`config.mk`:
```
export PLATFORM = sky130hd
export DESIGN_NAME = mbb_ctrl
export DESIGN_NICKNAME = d
export VERILOG_FILES = /design/src/hw/rtl/mbb_pkg.sv /design/src/hw/rtl/mbb_ctrl.sv
export SDC_FILE = /design/constraint.sdc
export NUM_CORES = 1
export LEC_CHECK = 0
export BUFFER_PORTS_ARGS = -buffer_cell sky130_fd_sc_hd__buf_2
export CAP_MARGIN = 20
export CORE_AREA = 2 2 39 41
export DETAILED_ROUTE_END_ITERATION = 8
export DIE_AREA = 0 0 41 43
export GPL_TIMING_DRIVEN = 0
export PLACE_DENSITY_LB_ADDON = 0.05
export SYNTH_ARGS = -nofsm -noshare
export SYNTH_HDL_FRONTEND = slang
export SYNTH_SLANG_ARGS = --single-unit
export TNS_END_PERCENT = 10
```
`constraint.sdc`:
```
create_clock -name clk_i -period 1.21 [get_ports clk_i]
set_input_delay 0.242 -clock clk_i [delete_from_list [all_inputs] [get_ports clk_i]]
set_output_delay 0.242 -clock clk_i [all_outputs]
set_load 0.1 [all_outputs]
```
`src/hw/rtl/mbb_pkg.sv`:
```
// shared types, codes and helpers of the monochrome bitmap blitter
package mbb_pkg;

  // width of a computed frame store byte address, before the range check
  localparam int unsigned MAW = 26;

  // signature bytes: 'B', 'M', 'd', 0
  localparam logic [7:0] SIG_0 = 8'h42;
  localparam logic [7:0] SIG_1 = 8'h4D;
  localparam logic [7:0] SIG_2 = 8'h64;
  localparam logic [7:0] SIG_3 = 8'h00;

  localparam logic [3:0] HDR_WIDTH_LO  = 4'd4;
  localparam logic [3:0] HDR_WIDTH_HI  = 4'd5;
  localparam logic [3:0] HDR_HEIGHT_LO = 4'd6;
  localparam logic [3:0] HDR_HEIGHT_HI = 4'd7;
  localparam logic [3:0] HDR_PAL_LO    = 4'd12;
  localparam logic [3:0] HDR_PAL_HI    = 4'd13;
  localparam logic [3:0] HDR_LAST      = 4'd15;

  typedef enum logic [1:0] {
    CMD_STREAM = 2'd0,
    CMD_CLEAR  = 2'd1,
    CMD_READ   = 2'd2,
    CMD_NOP    = 2'd3
  } cmd_e;

  typedef enum logic [1:0] {
    RES_READ     = 2'd0,
    RES_FINISHED = 2'd1,
    RES_REJECTED = 2'd2
  } res_e;

  typedef enum logic [1:0] {
    PH_IDLE    = 2'd0,
    PH_HEADER  = 2'd1,
    PH_PALETTE = 2'd2,
    PH_PIXELS  = 2'd3
  } phase_e;

  typedef enum logic [3:0] {
    S_INIT,
    S_IDLE,
    S_STREAM,
    S_RD0,
    S_WR0,
    S_RD1,
    S_WR1,
    S_CLEAR,
    S_READ,
    S_EMIT
  } state_e;

  typedef enum logic [2:0] {
    MEM_NONE,
    MEM_SWEEP,
    MEM_READ,
    MEM_RD0,
    MEM_WR0,
    MEM_RD1,
    MEM_WR1
  } mem_op_e;

  // controller to datapath
  typedef struct packed {
    logic    capture;
    logic    stream_step;
    logic    sweep_fmt;
    mem_op_e mem_op;
    logic    emit;
  } mbb_cmd_t;

  // datapath to controller
  typedef struct packed {
    cmd_e   in_cmd;
    phase_e phase;
    logic   res_now;
    logic   res_pend;
    logic   shift_nz;
    logic   sweep_last;
    logic   out_free;
  } mbb_stat_t;

  function automatic logic [7:0] flip_bits(input logic [7:0] v);
    logic [7:0] a;
    logic [7:0] b;
    a = ((v & 8'h55) << 1) | ((v & 8'hAA) >> 1);
    b = ((a & 8'h33) << 2) | ((a & 8'hCC) >> 2);
    return ((b & 8'h0F) << 4) | ((b & 8'hF0) >> 4);
  endfunction

  function automatic logic [7:0] sig_byte(input logic [1:0] k);
    logic [7:0] s;
    unique case (k)
      2'd0:    s = SIG_0;
      2'd1:    s = SIG_1;
      2'd2:    s = SIG_2;
      default: s = SIG_3;
    endcase
    return s;
  endfunction

endpackage

```
`src/hw/rtl/mbb_ctrl.sv`:
```
// operation sequencer of the bitmap blitter
module mbb_ctrl import mbb_pkg::*; (
  input  logic      clk_i,
  input  logic      rst_ni,
  input  logic      in_valid_i,
  input  mbb_stat_t stat_i,
  output logic      in_ready_o,
  output mbb_cmd_t  cmd_o
);

  state_e state_q, state_d;

  always_ff @(posedge clk_i or negedge rst_ni) begin
    if (!rst_ni) begin
      state_q <= S_INIT;
    end else begin
      state_q <= state_d;
    end
  end

  always_comb begin
    state_d = state_q;
    unique case (state_q)
      S_INIT: begin
        if (stat_i.sweep_last) state_d = S_IDLE;
      end
      S_IDLE: begin
        if (in_valid_i) begin
          unique case (stat_i.in_cmd)
            CMD_STREAM: state_d = S_STREAM;
            CMD_CLEAR:  state_d = S_CLEAR;
            CMD_READ:   state_d = S_READ;
            default:    state_d = S_IDLE;
          endcase
        end
      end
      S_STREAM: begin
        if (stat_i.phase == PH_PIXELS) begin
          state_d = S_RD0;
        end else if (stat_i.res_now) begin
          state_d = S_EMIT;
        end else begin
          state_d = S_IDLE;
        end
      end
      S_RD0: state_d = S_WR0;
      S_WR0: begin
        if (stat_i.shift_nz) begin
          state_d = S_RD1;
        end else if (stat_i.res_pend) begin
          state_d = S_EMIT;
        end else begin
          state_d = S_IDLE;
        end
      end
      S_RD1: state_d = S_WR1;
      S_WR1: state_d = stat_i.res_pend ? S_EMIT : S_IDLE;
      S_CLEAR: begin
        if (stat_i.sweep_last) state_d = S_IDLE;
      end
      S_READ: state_d = S_EMIT;
      S_EMIT: begin
        if (stat_i.out_free) state_d = S_IDLE;
      end
      default: state_d = S_INIT;
    endcase
  end

  always_comb begin
    in_ready_o = 1'b0;
    cmd_o      = '{capture: 1'b0, stream_step: 1'b0, sweep_fmt: 1'b0,
                   mem_op: MEM_NONE, emit: 1'b0};
    unique case (state_q)
      S_INIT:   cmd_o.mem_op = MEM_SWEEP;
      S_IDLE: begin
        in_ready_o    = 1'b1;
        cmd_o.capture = in_valid_i;
      end
      S_STREAM: cmd_o.stream_step = 1'b1;
      S_RD0:    cmd_o.mem_op = MEM_RD0;
      S_WR0:    cmd_o.mem_op = MEM_WR0;
      S_RD1:    cmd_o.mem_op = MEM_RD1;
      S_WR1:    cmd_o.mem_op = MEM_WR1;
      S_CLEAR: begin
        cmd_o.mem_op    = MEM_SWEEP;
        cmd_o.sweep_fmt = 1'b1;
      end
      S_READ:   cmd_o.mem_op = MEM_READ;
      S_EMIT:   cmd_o.emit = 1'b1;
      default:  cmd_o.mem_op = MEM_NONE;
    endcase
  end

endmodule

```
==> metrics.cfg <==
[outcome]
outcome = complete, but fails checks
violations = setup timing

[yosys]
synthFlopType = dfrtp_1
synth_commonest_cells = 5 x inv_1, 5 x nor3_1
synth_top_area_share_pct = 19.4
synthTopCellsByArea = dfrtp_1 19%, clkbuf_8 5.3%, nor3_1 4.8%, nor4b_4 4.6%, buf_6 4.4%
syn_area_um2 = 517
synth.distinct_cells = 33
synth_top_area_cell = dfrtp_1
synth_cells = 63
avgSynthCellArea_um2 = 8.20
synthesis.nets = 75
synthArstFlopShare_pct = 100
ys_seq_elements = 4
yosysWarnings = 0
yosysSeqAreaShare_pct = 19.4
synth_edf_count = 0

[global_route]
antenna_found_initial = 0
overflow = 0
grt_max_degree = 11
globalRouteTotalUtil_pct = 19.6
grt_pass1_wl_mm = 2.31
grt_pass1_vias = 523

[floorplanning]
io_pins = 20
rows = 14
die_h_um = 43
core_um2 = 1380
initial_utilization_pct = 37.3
chipWidth_um = 41
dieArea_um2 = 1760

[routing]
drc = 0
drt-initial-drc-count = 15
ant_nets = 0
post_drt_wl_per_cell_um = 14.1
wl_met2_um = 717
wl_met1_um = 623
first_pass_iters = 4
met3_length_um = 98
routed.top_layer = met4
dr_total_vias = 591
avgViaCountPerCell = 5.74
drt_wl_total_mm = 1.46

[setup_path]
startpoint_type = flip-flop
arrival_ns = 1.44
path_class = flip-flop to output port
cp_top_family = flip-flops
path_cells = buf_6 -> or3_4 -> a21oi_4 -> buf_12
cp_slowest_cell = dfrtp_1
max_stage_delay_ns = 0.37
path_max_fanout = 9
crit_buf_inv = 2
cp.required_ns = 0.97
endpoint_kind = output port

[job]
max_cap_viol_count = 0

[clock_network]
numCtsBuffers = 3
cts_max_level = 1
clock_path_buffers = 2
cts_tree = built
cts.clk_slew.worst_paths_ns = 0.04
clk_latency_ns = 0.24
cts_num_sinks = 4
root_buffer = clkbuf_4

[sta]
setup_slack_ns = -0.474
period_minus_slack_ns = 1.68
rsz0062_at_grt = yes
relSlewSlack_pct = 78.1
period_share_pct = 139
hold_violations = 0
drv_slew = 0
fin_hold_ws_ns = 0.336
clock_skew_ns = 0.00810
worstMarginPinSlew_ns = 0.327
max_freq_ghz = 0.594
setup_viol = 12

[placed_design]
port_buffers = 19
routabilityCongestion = 0.849
post-place-ws_ns = -0.477
place_hpwl_mm = 1.08
place_inst = 98

[final_layout]
final_nets = 101
drive_gt1_share_pct = 55.2
utilization_pct = 63.4
largest_register_ffs = 4
seqCellArea_um2 = 103
max_flop_register = state_q
antenna_cells = 0
multi_input_area_um2 = 437
synthToLayoutAreaGrowth_pct = 69.7
fillCellCount = 117
final_cells = 103
top_regs = state_q (4)

[min_path]
hold_path_class = input port to async pin

==> timing repair <==
item / CTS / global route
hold endpoints to repair: 4 / 0
endpoints found under the setup margin: 12 / 12
setup buffers: 1 / 0
pin swaps: 1 / 0
gates resized for setup: 37 / 6
hold buffers: 1 / 0
==> metal layers <==
| metal | up-vias | global-route usage (%) |
|---|---|---|
| li1 | 284 | - |
| met1 | 280 | 26.9 |
| met2 | 23 | 28.1 |
| met3 | 4 | 6.81 |
| met4 | 0 | 6.00 |
| met5 | - | 0 |
==> logic make-up (layout without fill, tap and decap cells) <==
family / Yosys count / in the layout / share of synthesized area, %
buffers and inverters: 10 / 34 / 14.8
and+or+nand+nor: 25 / 25 / 32.2
muxes: 2 / 2 / 3.87
AOI/OAI and AO/OA: 21 / 21 / 28.1
xor gates and xnor gates: 1 / 1 / 1.70
DFF: 4 / 4 / 19.4
==> layout by cell type, fill, tap and decap left out, types with 2 or more instances in the layout <==
cell type  synthesis  layout
o21ai_1            2       3
nor2_1             4       2
inv_1              5       5
a21oi_2            0       2
buf_12             0       6
clkbuf_8           2       2
a32oi_1            2       2
buf_2              0      11
buf_6              2       5
nor3_1             5       4
nand2b_4           0       2
nand2_1            4       4
a31oi_1            2       2
dfrtp_2            0       2
dfrtp_1            4       2
mux2i_1            2       2
nor2_2             0       2
clkbuf_4           0       3
o21ai_0            3       2
==> worst register-to-register path, cell delays in order (launching register included) <==
cell and delay, ns:
dfrtp_1 0.37, buf_6 0.15, nor4b_4 0.35, a311oi_1 0.18, a221oi_2 0.27
==> through the flow <==
| stage | setup TNS, ns | cell area, um2 |
|---|---|---|
| 6_report | -3.80 | 877 |
| 5_1_grt | -4.54 | 877 |
| 4_1_cts | -3.97 | 851 |
| 3_5_place_dp | -4.18 | 676 |
| 3_3_place_gp | -4.19 | 676 |
| 2_1_floorplan | -8.64 | 561 |
==> area by class of cell <==
class / instances / area share, %
well taps: 16 / 2.28
inverters: 5 / 2.14
plain buffers: 5 / 6.99
repair buffers: 21 / 24.5
flip-flops and latches: 4 / 11.7
clock buffers: 3 / 2.57
multi-input cells: 49 / 49.8
==> worst paths after layout <==
check / from / to / slack, ns / cells past startpoint
worst max-delay path: state_q[0] / cmd_o[1] / -0.47 / 4
worst min-delay path: rst_ni / state_q[2] / 0.34 / 2
worst max register to register: state_q[0] / state_q[3] / -0.20 / 4
worst min register to register: state_q[0] / state_q[0] / 0.79 / 4
max in group asynchronous: rst_ni / state_q[1] / 0.75 / 2
min in group clk_i: stat_i[6] / state_q[1] / 0.36 / 3
Power is not shown: default switching activity piles up to over one toggle a cycle in this logic, so the estimate is an artifact.
